### src/hw/rtl/ile_pkg.sv
// Shared types and constants for the indexed list engine.
// No dependencies; imported by ile_max_unit and indexed_list_engine_unit.
`default_nettype none

package ile_pkg;

  localparam int DATA_W = 32;
  localparam int POS_W  = 8;
  localparam int LEN_W  = 9;

  // Operation codes carried in a request.
  typedef enum logic [1:0] {
    OP_INSERT = 2'd0,
    OP_REMOVE = 2'd1,
    OP_MOVE   = 2'd2,
    OP_READ   = 2'd3
  } ile_op_t;

  // Sequencer states.
  typedef enum logic [2:0] {
    S_IDLE,
    S_FETCH,
    S_CAPT,
    S_SHIFT,
    S_SCAN,
    S_DONE
  } ile_state_t;

  // One request.
  typedef struct packed {
    ile_op_t                   operation;
    logic [POS_W-1:0]          position;
    logic signed [DATA_W-1:0]  value;
  } ile_req_t;

  // One result.
  typedef struct packed {
    logic signed [DATA_W-1:0]  read_value;
    logic                      read_valid;
    logic [LEN_W-1:0]          list_length;
    logic signed [DATA_W-1:0]  max_value;
    logic                      max_valid;
    logic                      op_error;
  } ile_rsp_t;

  // Controls from the sequencer to the maximum tracker.
  typedef struct packed {
    logic clear;
    logic start;
    logic sample;
  } ile_max_ctl_t;

endpackage

`default_nettype wire

### src/hw/rtl/ile_max_unit.sv
// Running maximum tracker: one signed comparator reused for every scanned entry.
// Depends on ile_pkg for the control struct and data width.
`default_nettype none

module ile_max_unit (
  input  logic                              clk,
  input  logic                              rst,
  input  ile_pkg::ile_max_ctl_t             ctl,
  input  logic signed [ile_pkg::DATA_W-1:0] data,
  output logic signed [ile_pkg::DATA_W-1:0] max_value,
  output logic                              max_valid
);
  import ile_pkg::*;

  logic first;

  // The first sample of a scan loads unconditionally; later ones keep the larger value.
  always_ff @(posedge clk) begin
    if (rst) begin
      max_value <= '0;
      max_valid <= 1'b0;
      first     <= 1'b0;
    end else if (ctl.clear) begin
      max_value <= '0;
      max_valid <= 1'b0;
      first     <= 1'b0;
    end else if (ctl.start) begin
      first <= 1'b1;
    end else if (ctl.sample) begin
      if (first || (data > max_value)) begin
        max_value <= data;
      end
      first     <= 1'b0;
      max_valid <= 1'b1;
    end
  end

endmodule

`default_nettype wire

### config.mk
export PLATFORM = sky130hd
export DESIGN_NAME = ile_max_unit
export DESIGN_NICKNAME = d
export VERILOG_FILES = /design/src/hw/rtl/ile_pkg.sv /design/src/hw/rtl/ile_max_unit.sv
export SDC_FILE = /design/constraint.sdc
export NUM_CORES = 1
export LEC_CHECK = 0
export BUFFER_PORTS_ARGS = -buffer_cell sky130_fd_sc_hd__buf_4
export CORE_UTILIZATION = 34
export CTS_BUF_LIST = sky130_fd_sc_hd__clkbuf_4 sky130_fd_sc_hd__clkbuf_8
export CTS_CLUSTER_SIZE = 40
export DETAILED_ROUTE_END_ITERATION = 10
export MAX_ROUTING_LAYER = met4
export PLACE_DENSITY_LB_ADDON = 0.12
export SLEW_MARGIN = 15
export SYNTH_ARGS = -nofsm -noshare
export SYNTH_HDL_FRONTEND = slang
export SYNTH_SLANG_ARGS = --single-unit
### constraint.sdc
create_clock -name clk -period 5.2 [get_ports clk]
set_input_delay 0.26 -clock clk [delete_from_list [all_inputs] [get_ports clk]]
set_output_delay 0.26 -clock clk [all_outputs]
set_load 0.01 [all_outputs]
# --- Word level (Yosys, flattened, before mapping) ---
# Cells that the tools add are included.
# Widths: inputs -> output; s select.
word_totals:
  register_bits: 34
  latch_bits: 0
  mem_bits_rw: 0
  rom_bits: 0
  inputBits: 37
  output_inout_bits: 33
  wordCells: 12
  n_memories: 0
op_classes:
  n_addsub: 0
  mul: 0
  div: 0
  magnitude_cmp: 1
  eq_ne: 0
  n_shift: 0
  n_mux: 2
  n_bitwise: 1
  reduce_logical: 5
ops:
  columns: ["op", "n"]
  rows:
  - ["$gt 32x32->1", 1]
  - ["$reduce_and 3->1", 1]
  - ["$mux 1", 2]
  - ["$reduce_and 2->1", 1]
  - ["$reduce_bool 2->1", 1]
  - ["$reduce_or 2->1", 1]
  - ["$logic_or 1x1->1", 1]
  - ["$not 1->1", 1]

# --- Depth between registers and ports, before layout ---
depth:
  depth_word: 3
  depth_mapped: 11
  mapped_depth_nobuf: 9

# --- Worst setup path before layout ---
# No wires, ideal clock.
synth_timing:
  kind: "register -> register"
  startpoint: "reg max_value[15] in the netlist's numbering"
  endpoint: "reg max_value[0] in the netlist's numbering"
  setup_time_ps: 129
  arrival_time_ps: 2436
  required_time_ps: 5071
  slack_ps: 2634
  stages_incl_launch_ff: 11
  n_path_buf: 2
  cell_sequence: "dfxtp_1 -> inv_1 -> ha_1 -> nand4_1 -> or4_1 -> or3b_1 -> and4_1 -> buf_6 -> buf_6 -> o211ai_1 -> o31ai_1"
synth_via:
  elab_chain_cells: 3
synth_lines:
  columns: ["item", "line_no", "text"]
  rows:
  - ["start: declaration", "ile_max_unit.sv:10", "output logic signed [ile_pkg::DATA_W-1:0] max_value,"]
  - ["start signal: assignment", "ile_max_unit.sv:31", "max_value <= data;"]
  - ["$gt 32x32->1", "ile_max_unit.sv:30", "if (first || (data > max_value)) begin"]
  - ["$logic_or 1x1->1", "ile_max_unit.sv:30", null]
  - ["$reduce_and 3->1 (no source line)", null, null]
# Every way passes these cells.
# A chain may end at the register's enable or synchronous reset.

# --- Worst setup path after layout ---
layout_timing:
  startpoint: "reg max_value[15] in the netlist's numbering"
  endpoint: "reg max_value[17] in the netlist's numbering"
# The elaborated chain is that of the path after synthesis.

==> PnR_summary.wiki <==
{| class="wikitable"
! Metric !! Value
|-
| Area overhead of the layout relative to synthesis || 26.5%
|-
| Clock tree from TritonCTS || done
|-
| Pin count of the biggest net entering global routing || between 60 and 70
|-
| Final core utilization || 0.450
|-
| Vias in the first global route || 1909
|-
| Slew of the pin with the lowest slew margin || between 1 and 1.5 ns
|-
| Worst path buffer plus inverter count || 1
|-
| Outcome || completed
|-
| Ordered list of cells on the worst path || inv_1, ha_1, nand4_1, or4_1, a21oi_1, o31a_1, and4_2, o211ai_1, o31ai_1
|-
| Number of warnings reported in the yosys synthesis log || 0
|-
| Total CTS buffers || 5
|-
| Peak VDD IR || ~0.094 mV
|-
| Maximum clock frequency || about 0.32 GHz
|-
| HPWL after DPL || between 3000 and 4000 um
|-
| Number of fill cells || around 670
|-
| Sequential standard cell area || slightly below 700 um^2
|-
| Net total in the final layout || 403
|-
| Synthesized netlist net count || 345
|-
| Grt ovf || 0
|-
| Critical path capture point type || flip-flop
|-
| Horiz. Die Dim || ~84 um
|-
| Worst relative slew slack || 0.255
|-
| I/O pins || 70
|-
| Most frequent cells in the layout || 71 x buf_4, 42 x nand2_1, 35 x inv_1, 34 x dfxtp_1, 33 x o211ai_1
|-
| Number of hold-slack violations in the final timing report || 0
|-
| Post-synthesis cell area || around 0.0023 mm^2
|-
| Ratio of cells with drive above 1 in the final layout || 0.243
|-
| Critical Path AT || around 3.4 ns
|-
| Biggest area consumer among synthesized cells || dfxtp_1
|-
| Wirelength, routed || approximately 5300 um
|-
| Number of DRC violations after detailed routing || 0
|-
| Critical Setup Path Class || flip-flop to flip-flop
|-
| RSZ-0062 raised after global routing || false
|-
| Std cell rows || 29
|-
| Reported max-cap violation count || 0
|-
| Die area || roughly 0.0070 mm^2
|-
| Final worst path period need || ~3.2 ns
|-
| Detailed-routing iteration count for the pre-antenna-repair pass || 5
|-
| Cell area power density || roughly 200 mW/mm^2
|-
| Worst clock skew on the final layout || around 0.0067 ns
|-
| PortBufs || 69
|-
| Number of sinks on the clock net || 34
|-
| Weighted congestion at the end of routability-driven global placement || 0.724
|-
| Gate count of the mapped netlist || about 280
|-
| Number of buffers added to fix hold violations after cts || 0
|-
| Post-DRT Antenna Nets || 0
|-
| Critical path fanouts, max || 64
|-
| Fraction of post-synthesis cell area in the top cell type by area || 0.300
|-
| Data required time at the worst endpoint || approximately 5.4 ns
|-
| Area of the core || around 0.0064 mm^2
|-
| Number of design-rule violations left by the first detailed-router iteration || 76
|-
| Worst setup SP type || flip-flop
|-
| Seq cells post-synth || 34
|-
| Buffer count from post-CTS setup fixing || 0
|-
| Initial cell density of the core || 0.356
|-
| Critical-path cell with the highest stage delay || and4_2
|-
| Leakage dissipation || roughly 1.1 nW
|-
| Category of cells accounting for the largest share of critical-path delay || simple AND/OR/NAND/NOR gates
|-
| Most area-consuming cells after synthesis || dfxtp_1 30%, ha_1 18%, o211ai_1 11%
|-
| Number of vias per cell || ~5.1
|-
| Synth cell types || 27
|-
| Avg Inst Size Synth || slightly above 8 um^2
|-
| Number of instances resized during post-cts repair || 0
|-
| Overall track demand over capacity in global routing || 0.161
|-
| Biggest cell delay along the critical path || 0.98 ns
|-
| Worst hold-check path type || input pin to flip-flop
|-
| Clock tree buffer depth || 2
|-
| Height of the die || between 80 and 90 um
|-
| Total number of vias || ~2100
|-
| Antenna violations before repair || 0
|-
| Antenna diode count || 0
|-
| Root Buffer Master || clkbuf_8
|-
| H-tree lvl count || 2
|-
| Total area of multi-input combinational cells || between 0.001 and 0.0015 mm^2
|-
| Global-route wire length before repair || between 8000 and 9000 um
|-
| Sum Neg Setup Slack || 0 ns
|-
| Setup-violating endpoint count in the final report || 0
|-
| Final period utilization || 0.606
|-
| Skew-Pair Late Insertion Delay || 0.28 ns
|-
| Most common cell after layout, fill and taps aside || buf_4
|-
| Proportion of synthesized chip area in sequential cells || 0.300
|-
| Post-CTS clock slew at the launch and capture registers of the worst setup and hold paths || 0.07 ns
|-
| Final Max Slew Viols || 0
|-
| Drt wl/cell || about 13 um
|}
==> layout make-up <==
class,count,share of cell area
Timing Repair Buffer,71,0.186
Tap cell,77,0.0335
Inverter,35,0.0457
Multi-Input combinational cell,187,0.469
Clock buffer,7,0.0292
Sequential cell,34,0.237
==> metal layers <==
metal	wire, um	GRT usage	vias to the layer above
li1	-	-	1113
met1	2670	0.207	947
met2	2400	0.249	51
met3	223	0.0376	4
met4	44	0.0493	0
met5	0	-	-
==> through the flow <==
stage                     std cells  hold slack [ns]  power (W)  setup WS [ns]  cell area, um^2
final                           411            0.162   0.000578           2.05             2870
after global placement          404            0.453   0.000386           2.14             2790
after CTS                       411            0.157   0.000585           2.04             2870
after global routing            411            0.158   0.000610           1.74             2870
after floorplan                 276            0.337   0.000338           2.63             2270
after detailed placement        404            0.459   0.000387           2.05             2790
==> sequential cells by signal, indices dropped and copies added (netlist names) <==
register,flops
max_valid,1
max_value,32
first,1
==> Yosys cell counts, drive strengths merged <==
cell,n
a21oi,16
a221oi,1
and4,1
buf,8
clkbuf,12
dfxtp,34
ha,32
inv,35
nand2,42
nand2b,1
nand3,2
nand4,7
nor2,3
nor2b,1
nor3,2
nor4,1
o2111ai,1
o211ai,33
o21a,3
o21ai,5
o2bb2ai,1
o31a,1
o31ai,32
or3b,1
or4,1
==> report_power, final <==
group          switching [W]  leakage, nW  internal [W]  total, W
sequential        0.00000458        0.275      0.000266  0.000271
clock              0.0000957       0.0452      0.000103  0.000198
combinational      0.0000588        0.803     0.0000496  0.000108
total               0.000159         1.12      0.000419  0.000578
==> worst paths after layout <==
| path | startpoint | endpoint | slack [ns] | cells after the start |
|---|---|---|---|---|
| setup / recovery | max_value[15]$_SDFFE_PP0P_ | max_value[17]$_SDFFE_PP0P_ | 2.05 | 9 |
| hold / removal | rst | first$_SDFFE_PP0P_ | 0.16 | 2 |
| setup reg to reg | max_value[15]$_SDFFE_PP0P_ | max_value[17]$_SDFFE_PP0P_ | 2.05 | 9 |
| hold reg to reg | max_valid$_SDFFE_PP0P_ | max_valid$_SDFFE_PP0P_ | 0.47 | 1 |
==> logic make-up after synthesis <==
group / after synthesis / synth area share
AOI/OAI and AO/OA: 93 / 0.288
adders and majority gates: 32 / 0.176
buffers and inverters: 55 / 0.114
DFF: 34 / 0.300
and+or+nand+nor: 62 / 0.122
Power figures use the tool's default switching activity.
